## src/hdl/palette_color_mixer_macros.svh

```systemverilog
// assertion macros shared by the palette colour mixer rtl
`ifndef PALETTE_COLOR_MIXER_MACROS_SVH
`define PALETTE_COLOR_MIXER_MACROS_SVH

// same-cycle implication, sampled on clk, off during rst
`define PCM_ASSERT_IMPL(label, ante, cons, msg) \
  label: assert property (@(posedge clk) disable iff (rst) (ante) |-> (cons)) \
    else $error(msg);

// implication delayed by the n argument
`define PCM_ASSERT_DELAY(label, ante, n, cons, msg) \
  label: assert property (@(posedge clk) disable iff (rst) (ante) |-> ##n (cons)) \
    else $error(msg);

`endif

```

## src/hdl/pcm_pkg.sv

```systemverilog
// shared types and constants of the palette colour mixer
package pcm_pkg;

  localparam int PAL_DEPTH = 256;
  localparam int MAP_DEPTH = 32768;
  localparam int IDX_W     = 8;
  localparam int COL_W     = 15;
  localparam int ENTRY_W   = 16;
  localparam int RESULT_LATENCY = 7;

  localparam logic [7:0] RAW_MAX   = 8'h3F;
  localparam logic [4:0] CHAN_FULL = 5'd31;

  typedef enum logic [1:0] {
    REQ_PAL  = 2'd0,
    REQ_MAP  = 2'd1,
    REQ_MIX  = 2'd2,
    REQ_NONE = 2'd3
  } req_t;

  // additive and multiplicative mix of two palette entries
  typedef struct packed {
    logic             both_ok;
    logic             b_ok;
    logic             ovf;
    logic [4:0]       step;
    logic [COL_W-1:0] add_addr;
    logic [COL_W-1:0] mul_addr;
  } mix_calc_t;

  // brightened colour of one palette entry
  typedef struct packed {
    logic             ok;
    logic [COL_W-1:0] addr;
  } bright_t;

  // one pipeline stage: request, load payload and mix progress
  typedef struct packed {
    logic               valid;
    req_t               req;
    logic [IDX_W-1:0]   ia;
    logic [IDX_W-1:0]   ib;
    logic [ENTRY_W-1:0] pal_word;
    logic [COL_W-1:0]   map_addr;
    logic [IDX_W-1:0]   map_data;
    mix_calc_t          calc;
    logic [IDX_W-1:0]   fb;
    logic [IDX_W-1:0]   add_map;
    logic [IDX_W-1:0]   mul_map;
    bright_t            br;
  } stage_t;

endpackage

```

## src/hdl/pcm_brighten.sv

```systemverilog
// lifts each channel of a palette entry toward white by step/128
module pcm_brighten import pcm_pkg::*; (
  input  logic [ENTRY_W-1:0] entry,
  input  logic [4:0]         step,
  output bright_t            res
);

  function automatic logic [4:0] lift(input logic [4:0] c, input logic [4:0] s);
    logic [4:0] inv;
    logic [9:0] p;
    inv = CHAN_FULL - c;
    p   = {5'd0, inv} * {5'd0, s};
    return c + {2'd0, p[9:7]};
  endfunction

  always_comb begin
    res.ok   = entry[15];
    res.addr = {lift(entry[14:10], step), lift(entry[9:5], step), lift(entry[4:0], step)};
  end

endmodule

```

## config.mk

```make
export PLATFORM = sky130hd
export DESIGN_NAME = pcm_brighten
export DESIGN_NICKNAME = d
export VERILOG_FILES = /design/src/hdl/palette_color_mixer_macros.svh /design/src/hdl/pcm_pkg.sv /design/src/hdl/pcm_brighten.sv
export SDC_FILE = /design/constraint.sdc
export NUM_CORES = 1
export LEC_CHECK = 0
export ABC_AREA = 1
export ABC_CLOCK_PERIOD_IN_PS = 7500
export BUFFER_PORTS_ARGS = -buffer_cell sky130_fd_sc_hd__buf_2
export CORE_ASPECT_RATIO = 0.75
export CORE_MARGIN = 2
export CORE_UTILIZATION = 40
export DETAILED_ROUTE_END_ITERATION = 16
export GPL_ROUTABILITY_DRIVEN = 0
export MAX_ROUTING_LAYER = met4
export SETUP_SLACK_MARGIN = 0.1
export SYNTH_ARGS = -nofsm -noshare
export SYNTH_HDL_FRONTEND = slang
export SYNTH_SLANG_ARGS = --single-unit
export TNS_END_PERCENT = 1
```

## constraint.sdc

```tcl
create_clock -name vclk -period 7.5
set_clock_uncertainty 0.15 [all_clocks]
set_input_delay 1.125 -clock vclk [all_inputs]
set_output_delay 1.125 -clock vclk [all_outputs]
set_load 0.02 [all_outputs]
```

# Word level (Yosys, flattened, before mapping)
# Index checks and enable logic that the tools add are counted.
[op_classes] add_sub_neg=6 n_mul=3
[ops] cell="$mul 5x5->10" n=3
[ops] cell="$add 5x3->5" n=3
[ops] cell="$sub 5x5->5 const A" n=3
[totals] out_inout_bits=16 regBits=0 wordCells=9

# Depth between registers and ports, before layout
[logic_depth] word_depth=3 depth_mapped=20 ltp_nobuf=20

# Worst setup path after synthesis
# Ideal clock, no wire load.
[synth_path] kind="in2out" start="in step[4]" end="out res[14] (netlist name)" t_required_ns=6.225 stages=17 n_path_buf=0 slack_ns=1.298 arrival_time_ns=4.927 cell_sequence="inv_2 > or2_2 > fa_1 > fa_1 > fa_1 > inv_1 > ha_1 > a21oi_1 > nor2_1 > nor2_1 > nand2_1 > xor2_1 > ha_1 > fa_1 > nand2_1 > a21oi_1 > xor2_1"
[synth_lines] item="from (decl)" line="pcm_brighten.sv:4" text="input logic [4:0] step,"
[synth_lines] item="to (decl)" line="pcm_brighten.sv:5" text="output bright_t res"

==> results.txt <==
- Horiz. Die Dim: 94.28 um
- Routed length per placed instance: approximately 12 um
- Post-layout utilization of the core: 0.4615
- Summed over all failing endpoints, the final setup total negative slack is 0 ns.
- Routed length on met2: roughly 2300 um
- Die height: between 70 and 80 um
- Synth warn: 0
* Setup fix buffers added after clock tree synthesis: 0
- Signed area change from the synthesized netlist to the final layout: 10.54%
- Detailed Route WL: 5544 um
- Ranked by instance count, the synthesized netlist is headed by sky130_fd_sc_hd__nand2_1, sky130_fd_sc_hd__inv_1, sky130_fd_sc_hd__ha_1, sky130_fd_sc_hd__nor2_1, sky130_fd_sc_hd__fa_1.
- Switching power of the nets: 0.2012 mW
- Required time of the critical path: 6.22 ns
- After the flow finishes, the layout carries non-filler instances totaling approximately 470.
* Detail Route Antenna Nets: 0
- During I/O placement, the number of pins put on the boundary was 37.
* Synthesized netlist cell count: 361
- Worst path slowest cell: sky130_fd_sc_hd__fa_1
* Cell repeated most along the worst path: sky130_fd_sc_hd__fa_1
- Path category of the worst min-delay check: primary input to output port
* Pleak: roughly 1.7 nW
- Family with the most delay on the worst path: adder cells
* Type of the worst setup path: primary input to output port
- In this run the cell area of the synthesized design comes to 2445 um2.
- Total Power Consumption: between 0.3 and 0.4 mW
* Fmax: ~0.15 GHz
* Wire length on met1: a little under 3000 um
- The worst path in the final design needs a cycle of roughly 6.5 ns, including I/O delays and setup.
* Register cell area after layout: 0 um2
- Critical path peak fanout: 10
- Critical path depth: 19
- Crit. End Element: output port
- Antenna cell count: 0
- For this run, the total global-route usage over all layers was measured as 0.1822.
* Detailed route wirelength on metal3: between 300 and 400 um
- Routed signal wires occupy layers up through met3.
* Timing startpoint of the critical path: step[3]
- Summed over all nets, the half-perimeter wirelength after detailed placement is around 4900 um.
- Of the total power, registers draw 0.
- In the post-synthesis netlist, the cell with the most instances is sky130_fd_sc_hd__nand2_1.
- After detailed routing, the number of remaining DRC violations is 0.
* Post-route clock period utilization: 0.8677
- The largest single stage delay on the critical path is roughly 0.55 ns.
- Std-Cell Rows: 24
* Share of total power consumed by net switching: 0.6252
- Non-Filler Cell Area, Final: ~2700 um2
- Initial core utilization: 0.4175
- Of the total power, the clock network draws 0.
* Length of the first detailed-routing pass in iterations: 4
- Internal Power: between 0.1 and 0.15 mW
* 1st-iter DRT viols: slightly above 90
* Cell types occupying the most area after synthesis: sky130_fd_sc_hd__ha_1, sky130_fd_sc_hd__fa_1, sky130_fd_sc_hd__nand2_1, sky130_fd_sc_hd__inv_1, sky130_fd_sc_hd__nor2_1
- Area share of the leading cell type in the synthesized netlist: 0.2917
- Setup violations remaining at the end of the flow were counted as 0.
- Once placement finished, the instance area stood at 2703 um2.
- Traced cell by cell, the critical path runs through buf_2 > inv_2 > or2_2 > fa_1 > fa_1 > fa_1 > inv_1 > ha_1 > a21oi_1 > nor2_1 > nor2_1 > nand2_1 > xor2_1 > ha_1 > fa_1 > nand2_1 > a21oi_1 > xor2_1 > buf_2.
- Global routing finished with a remaining overflow of 0.
- Unrepaired setup endpoints after global routing: false
* Power per Cell Area: 119.1 nW/um2
- The number of nets in the synthesized netlist is between 400 and 500.
- The number of global-route vias before repair came to ~2.2k.
* Post-cts sizing count: 0
- The layout has 0 clock buffers.
- Of the total power, combinational logic draws 1.000.
- Maximum number of pins on one net before global-route repair: 11
- During placement, the flow inserted port buffers numbering 35.
- The count of final max-slew check failures came to 0.
- Synth unique cells: 20
- Kind of launch point of the worst setup path: primary input
* Worst-Margin Slew: between 0.3 and 0.4 ns
* Arrival time of the worst setup path: ~5.2 ns
* Relative max-transition margin: 0.7755
- DR vias/cell: 4.820
- The number of endpoints with negative hold slack in the final report was 0.
* Worst IR Drop VDD: between 0.06 and 0.07 mV
* Layout Nets: ~500
- In this run, placement finished with an instance count of 472.
* Critical path endpoint: res[14]
- First-pass GRT wire length: a little under 10,000 um
* Largest area contributor in the netlist: sky130_fd_sc_hd__ha_1
- Number of buffers added to fix hold violations after cts: 0
- Max-cap violations in this run came to 0.
- Summing over every cut layer, the via total after detailed routing is about 2.3k.
* Count of fill cells added during filler insertion: 637
- The core region is 5856 um2.
- Fraction of final layout cells sized beyond drive strength 1: 0.1117
- Status: complete, no violations
- Worst path bufs/invs: 4
* Portion of the post-synthesis area used by sequential elements: 0
* Die Area: between 6000 and 7000 um2
- Number of antenna violations at the first check in global routing: 0
- Per-instance average area after synthesis: 6.772 um2
- Total number of sequential cells: 0
==> worst min-delay path by stage <==
stage / startpoint / end / cells after the start
5_1_grt: entry[15] / res[15] / 0
2_1_floorplan: entry[15] / res[15] / 1
3_5_place_dp: entry[15] / res[15] / 0
3_3_place_gp: entry[15] / res[15] / 0
4_1_cts: entry[15] / res[15] / 0
6_report: entry[15] / res[15] / 0
==> routing by layer <==
layer / GRT usage / vias to the layer above
met3: 0 / 0
met5: - / -
met4: 0 / 0
met1: 0.2806 / 1044
met2: 0.2889 / 50
li1: - / 1181
==> cell usage in the layout, fill, tap and decap left out, types with 2 or more instances in the layout <==
cell type and instances:
sky130_fd_sc_hd__nor2_2 3, sky130_fd_sc_hd__or2_2 2, sky130_fd_sc_hd__o21a_1 2, sky130_fd_sc_hd__a21boi_0 2
sky130_fd_sc_hd__inv_2 3, sky130_fd_sc_hd__a21o_1 2, sky130_fd_sc_hd__nand4_1 3, sky130_fd_sc_hd__o21ai_0 2
sky130_fd_sc_hd__inv_1 72, sky130_fd_sc_hd__buf_2 35, sky130_fd_sc_hd__xor2_1 10, sky130_fd_sc_hd__a21oi_1 13
sky130_fd_sc_hd__nand3_1 19, sky130_fd_sc_hd__ha_1 57, sky130_fd_sc_hd__nor2_1 47, sky130_fd_sc_hd__nand2_1 92
sky130_fd_sc_hd__fa_1 27
==> area by class of cell <==
| cell class | count | area, um2 | area share |
|---|---|---|---|
| multi-input cells | 283 | 2145 | 0.7935 |
| inverters | 76 | 285.3 | 0.1056 |
| repair buffers | 35 | 175.2 | 0.06481 |
| well taps | 78 | 97.59 | 0.03611 |
==> cell families (layout without fill, tap and decap cells) <==
logic type,count (synthesis),after routing,share of synthesized area
and+or+nand+nor,168,168,0.2794
adders and majority gates,84,84,0.5128
buffers and inverters,78,111,0.1228
AOI/OAI and AO/OA,21,21,0.04912
xor gates and xnor gates,10,10,0.03582
==> metrics by stage <==
stage / hold slack, ns / worst slack, ns
detailed placement: 2.100 / 0.9630
finish: 2.100 / 0.9919
global route: 2.100 / 0.6892
CTS: 2.100 / 0.9474
floorplan: 2.213 / 1.298
global placement: 2.100 / 1.054
==> power by group through the flow <==
stage / logic, mW / clock network (mW) / registers, mW
floorplan: 0.245 / 0 / 0
global placement: 0.320 / 0 / 0
detailed placement: 0.321 / 0 / 0
CTS: 0.326 / 0 / 0
global route: 0.374 / 0 / 0
finish: 0.322 / 0 / 0
No activity file was read; power rests on OpenSTA's default activity.
