<file path="src/hdl/palette_color_mixer_macros.svh">
// assertion macros shared by the palette colour mixer rtl
`ifndef PALETTE_COLOR_MIXER_MACROS_SVH
`define PALETTE_COLOR_MIXER_MACROS_SVH

// same-cycle implication, sampled on clk, off during rst
`define PCM_ASSERT_IMPL(label, ante, cons, msg) \
  label: assert property (@(posedge clk) disable iff (rst) (ante) |-> (cons)) \
    else $error(msg);

// implication delayed by the n argument
`define PCM_ASSERT_DELAY(label, ante, n, cons, msg) \
  label: assert property (@(posedge clk) disable iff (rst) (ante) |-> ##n (cons)) \
    else $error(msg);

`endif

</file>
<file path="src/hdl/pcm_pkg.sv">
// shared types and constants of the palette colour mixer
package pcm_pkg;

  localparam int PAL_DEPTH = 256;
  localparam int MAP_DEPTH = 32768;
  localparam int IDX_W     = 8;
  localparam int COL_W     = 15;
  localparam int ENTRY_W   = 16;
  localparam int RESULT_LATENCY = 7;

  localparam logic [7:0] RAW_MAX   = 8'h3F;
  localparam logic [4:0] CHAN_FULL = 5'd31;

  typedef enum logic [1:0] {
    REQ_PAL  = 2'd0,
    REQ_MAP  = 2'd1,
    REQ_MIX  = 2'd2,
    REQ_NONE = 2'd3
  } req_t;

  // additive and multiplicative mix of two palette entries
  typedef struct packed {
    logic             both_ok;
    logic             b_ok;
    logic             ovf;
    logic [4:0]       step;
    logic [COL_W-1:0] add_addr;
    logic [COL_W-1:0] mul_addr;
  } mix_calc_t;

  // brightened colour of one palette entry
  typedef struct packed {
    logic             ok;
    logic [COL_W-1:0] addr;
  } bright_t;

  // one pipeline stage: request, load payload and mix progress
  typedef struct packed {
    logic               valid;
    req_t               req;
    logic [IDX_W-1:0]   ia;
    logic [IDX_W-1:0]   ib;
    logic [ENTRY_W-1:0] pal_word;
    logic [COL_W-1:0]   map_addr;
    logic [IDX_W-1:0]   map_data;
    mix_calc_t          calc;
    logic [IDX_W-1:0]   fb;
    logic [IDX_W-1:0]   add_map;
    logic [IDX_W-1:0]   mul_map;
    bright_t            br;
  } stage_t;

endpackage

</file>
<file path="src/hdl/pcm_mix_calc.sv">
// channel sums, overflow clamp and products of two palette entries
module pcm_mix_calc import pcm_pkg::*; (
  input  logic [ENTRY_W-1:0] entry_a,
  input  logic [ENTRY_W-1:0] entry_b,
  output mix_calc_t          calc
);

  logic [5:0] sr, sg, sb, mx, ex, cr, cg, cb;
  logic [9:0] pr, pg, pb;

  always_comb begin
    sr = {1'b0, entry_a[14:10]} + {1'b0, entry_b[14:10]};
    sg = {1'b0, entry_a[9:5]}   + {1'b0, entry_b[9:5]};
    sb = {1'b0, entry_a[4:0]}   + {1'b0, entry_b[4:0]};
    mx = sr;
    if (sg > mx) begin
      mx = sg;
    end
    if (sb > mx) begin
      mx = sb;
    end
    // excess over full scale, meaningful only on overflow
    ex = mx - {1'b0, CHAN_FULL};
    cr = (sr > ex) ? sr - ex : 6'd0;
    cg = (sg > ex) ? sg - ex : 6'd0;
    cb = (sb > ex) ? sb - ex : 6'd0;
    pr = {5'd0, entry_a[14:10]} * {5'd0, entry_b[14:10]};
    pg = {5'd0, entry_a[9:5]}   * {5'd0, entry_b[9:5]};
    pb = {5'd0, entry_a[4:0]}   * {5'd0, entry_b[4:0]};

    calc.both_ok  = entry_a[15] & entry_b[15];
    calc.b_ok     = entry_b[15];
    calc.ovf      = mx[5];
    calc.step     = ex[4:0];
    calc.add_addr = mx[5] ? {cr[4:0], cg[4:0], cb[4:0]} : {sr[4:0], sg[4:0], sb[4:0]};
    calc.mul_addr = {pr[9:5], pg[9:5], pb[9:5]};
  end

endmodule

</file>
<file path="config.mk">
export PLATFORM = sky130hd
export DESIGN_NAME = pcm_mix_calc
export DESIGN_NICKNAME = d
export VERILOG_FILES = /design/src/hdl/palette_color_mixer_macros.svh /design/src/hdl/pcm_pkg.sv /design/src/hdl/pcm_mix_calc.sv
export SDC_FILE = /design/constraint.sdc
export NUM_CORES = 1
export LEC_CHECK = 0
export BUFFER_PORTS_ARGS = -buffer_cell sky130_fd_sc_hd__buf_2
export CAP_MARGIN = 20
export CORE_UTILIZATION = 34
export DETAILED_ROUTE_END_ITERATION = 12
export RECOVER_POWER = 25
export SETUP_SLACK_MARGIN = 0.1
export SLEW_MARGIN = 5
export SYNTH_ARGS = -nofsm -noshare
export SYNTH_HDL_FRONTEND = slang
export SYNTH_SLANG_ARGS = --single-unit
</file>
<file path="constraint.sdc">
create_clock -name vclk -period 21
set_input_delay 1.05 -clock vclk [all_inputs]
set_output_delay 1.05 -clock vclk [all_outputs]
set_load 0.03 [all_outputs]
</file>
# [After elaboration in Yosys (flattened, before gate mapping)]
# Index checks and enable logic that the tools add are counted.
[classes] n_addsub=7 mul=3 mux=6 order_cmp=5 n_bitwise=1
[ops] operator="> comparator 6 bit" count=5
[ops] operator="multiplier 5 x 5 -> 10 bit" count=3
[ops] operator="adder 5 x 5 -> 6 bit" count=3
[ops] operator="2-to-1 mux 15 bit" count=1
[ops] operator="2-to-1 mux 5 bit" count=3
[ops] operator="subtractor 5 bit" count=3
[ops] operator="2-to-1 mux 6 bit" count=2
[ops] operator="subtractor 6 x 5 -> 6 bit (second input constant)" count=1
[ops] operator="bitwise AND 1 bit" count=1
[word_totals] regBits=0 inputBits=32 elab_cells=22 out_inout_bits=38

# [Depth between registers and ports, before layout]
[logic_depth] ltp_word=9 depth_mapped=33 mapped_depth_nobuf=31

# [Least setup slack after synthesis]
# Ideal clock, no wire load.
[synth_timing] path_kind="input port to output port" from="in entry_a[10]" to="out calc[23] (netlist name)" n_path_buf=1 stages=29 required_time_ps=19950 slack_ps=12096 arrival_ps=7854 path_cell_list="ha_1 > fa_1 > xor2_1 > inv_1 > ha_1 > nor4b_1 > nand3_1 > a21oi_1 > nor2_1 > a21oi_1 > ha_1 > nor2b_1 > o21ai_0 > a21oi_1 > o21a_1 > or4_4 > and3_1 > buf_6 > ha_1 > fa_1 > inv_1 > a21oi_1 > nand2_1 > a21oi_1 > o21ai_0 > a41oi_1 > a21oi_2 > nand2_1 > o311ai_1"
[synth_lines] element="from (decl)" line_no="pcm_mix_calc.sv:3" text="input logic [ENTRY_W-1:0] entry_a,"
[synth_lines] element="to (decl)" line_no="pcm_mix_calc.sv:5" text="output mix_calc_t calc"

==> impl_metrics.env <==
export IMPL_finalSetupViolations=0
export IMPL_post_cts_setup_buffers=0
export IMPL_avgSynthCellArea_um2=7.91
export IMPL_start_kind="input port"
export IMPL_synth_top_area_share_pct=24.5
export IMPL_syn_inst=535
export IMPL_comb_power_share_pct=100.0
export IMPL_drt_met1_wl_mm=5.14
export IMPL_cts_hold_buf=0
export IMPL_crit_path_max_incr_delay_ns=0.59
export IMPL_switching_power_mw=0.453
export IMPL_timing_final_crit_share_pct=47.3
export IMPL_worstMarginPinSlew_ns=0.745
export IMPL_io_buffers=70
export IMPL_slew_headroom_pct=50.0
export IMPL_grt_ovfl_total=0
export IMPL_peakVddDrop_mv=0.0684
export IMPL_antenna_found_initial=0
export IMPL_via_per_inst=5.25
export IMPL_powerDensity_nw_per_um2=152
export IMPL_cp_arrival_ns=8.87
export IMPL_area_growth_pct=11.8
export IMPL_met2WireLength_mm=5.25
export IMPL_fp_dieH_um=114
export IMPL_wl_per_cell_um=14.3
export IMPL_max_freq_mhz=101
export IMPL_n_sequential_cell=0
export IMPL_highest_layer="met4"
export IMPL_hpwl_mm=9.39
export IMPL_yosysWarnings=0
export IMPL_drc=0
export IMPL_rows=40
export IMPL_leakage_nw=2.41
export IMPL_outcome="finished clean"
export IMPL_crit_path_max_fanout=13
export IMPL_ant_nets=0
export IMPL_via_count=4015
export IMPL_fillerInstances=1291
export IMPL_pin_count=70
export IMPL_die_w_um=114
export IMPL_die_area_um2=12900
export IMPL_antenna_cells=0
export IMPL_seqPwrFrac_pct=0
export IMPL_critPathCaptureType="output pin"
export IMPL_post_cts_resized=0
export IMPL_period_minus_slack_ns=9.92
export IMPL_yosys_area_top_type="ha_1"
export IMPL_nClkBuffers=0
export IMPL_seq_area_um2=0
export IMPL_start_util_pct=35.1
export IMPL_crit_required_ns=19.95
export IMPL_intPower_mw=0.268
export IMPL_critical_path_class="input port to output pin"
export IMPL_finalHoldViolCount=0
export IMPL_ys_seq_area_share_pct=0
export IMPL_hp_class="input port to output pin"
export IMPL_drt_iter0_markers=184
export IMPL_drt_pass1_iterations=4
export IMPL_met3WireLength_um=436
export IMPL_grt_start_max_net_pins=15
export IMPL_synth_cell_types=70
export IMPL_synthesis_area_um2=4230
export IMPL_fin_nets=744
export IMPL_pwr_share_clk_pct=0
export IMPL_place_congestion=0.903
export IMPL_grt_pass1_wl_mm=18.2
export IMPL_drv_cap=0
export IMPL_core_area_um2=12100
export IMPL_yosys_top_cells_count="83 x ha_1, 80 x inv_1, 43 x nand2_1, 30 x and2_1, 30 x fa_1"
export IMPL_swShare_pct=62.8
export IMPL_finalSetupTns_ns=0
export IMPL_cp_slowest_cell="or4_4"
export IMPL_synthesis_nets=680
export IMPL_rsz0062_at_grt="no"
export IMPL_layout_drive_gt1_share_pct=13.9
export IMPL_drv_slew=0
export IMPL_dpl_worst_slack_ns=11.16
export IMPL_grt_usage_pct=17.0
export IMPL_totalWireLength_mm=10.9
export IMPL_multi_input_area_um2=3830
export IMPL_grt_pass1_vias=3871
export IMPL_yosysMostFrequentCell="ha_1"
export IMPL_fin_ws_ns=11.08
export IMPL_synth_area_leaders="ha_1 25%, fa_1 14%, inv_1 7.1%"
-- worst paths after layout --
| kind | startpoint | slack (ns) | endpoint | cells after the start |
|---|---|---|---|---|
| hold / removal | entry_b[15] | 2.40 | calc[36] | 2 |
| setup / recovery | entry_a[10] | 11.08 | calc[20] | 29 |
-- layer usage --
layer,track usage (%),vias to the layer above
met5,0,-
met4,2.28,0
met3,0.531,8
met2,30.8,103
met1,23.1,1908
li1,-,1996
-- per-stage QoR --
stage | instance area, µm² | util [%] | hold WS, ns | power [mW] | instances
detailed placement | 4740 | 39.3 | 2.37 | 0.716 | 765
global placement | 4740 | 39.3 | 2.36 | 0.711 | 765
global route | 4730 | 39.2 | 2.42 | 0.789 | 765
CTS | 4740 | 39.3 | 2.37 | 0.719 | 765
finish | 4730 | 39.2 | 2.40 | 0.721 | 765
floorplan | 4230 | - | 2.23 | 0.559 | 535
-- cell families (layout without fill, tap and decap cells) --
kind of cell / Yosys count / after routing / share of synthesized area (%)
adders and majority gates: 114 / 114 / 39.0
xor gates and xnor gates: 34 / 34 / 10.1
muxes: 2 / 2 / 0.473
buffers and inverters: 94 / 156 / 9.49
and+or+nand+nor: 165 / 165 / 20.2
AOI/OAI and AO/OA: 126 / 126 / 20.8
-- cell usage in the layout, fill, tap and decap left out, types with 5 or more instances in the layout --
cell type / instances
a21o_1: 10
a21oi_1: 29
a31oi_1: 6
and2_1: 30
buf_2: 61
clkbuf_1: 9
fa_1: 30
ha_1: 83
inv_1: 80
nand2_1: 43
nand2b_1: 5
nand3_1: 15
nand4_1: 6
nor2_1: 25
nor2b_1: 5
nor3_1: 15
o21a_1: 10
o21ai_0: 20
o21ai_1: 5
xnor2_1: 17
xnor3_1: 6
xor2_1: 8
-- power groups by stage --
stage          logic, mW  registers, mW  clock network (mW)
5_1_grt            0.789              0                   0
3_5_place_dp       0.716              0                   0
3_3_place_gp       0.711              0                   0
2_1_floorplan      0.559              0                   0
6_report           0.721              0                   0
4_1_cts            0.719              0                   0
-- worst max-delay path, delay by kind of cell --
kind,cells,cell delay (ns)
buf+inv,3,0.51
xor+xnor,2,0.74
compound gates,11,2.62
simple gates,7,2.02
fa+ha+maj,6,1.92
-- area by class of cell --
| class | instances | share of cell area, % |
|---|---|---|
| tap | 168 | 4.45 |
| inverter | 82 | 6.77 |
| timing repair buffer | 74 | 7.81 |
| multi-input combinational | 441 | 81.0 |
Note: power is estimated with default switching activity, not from simulation.
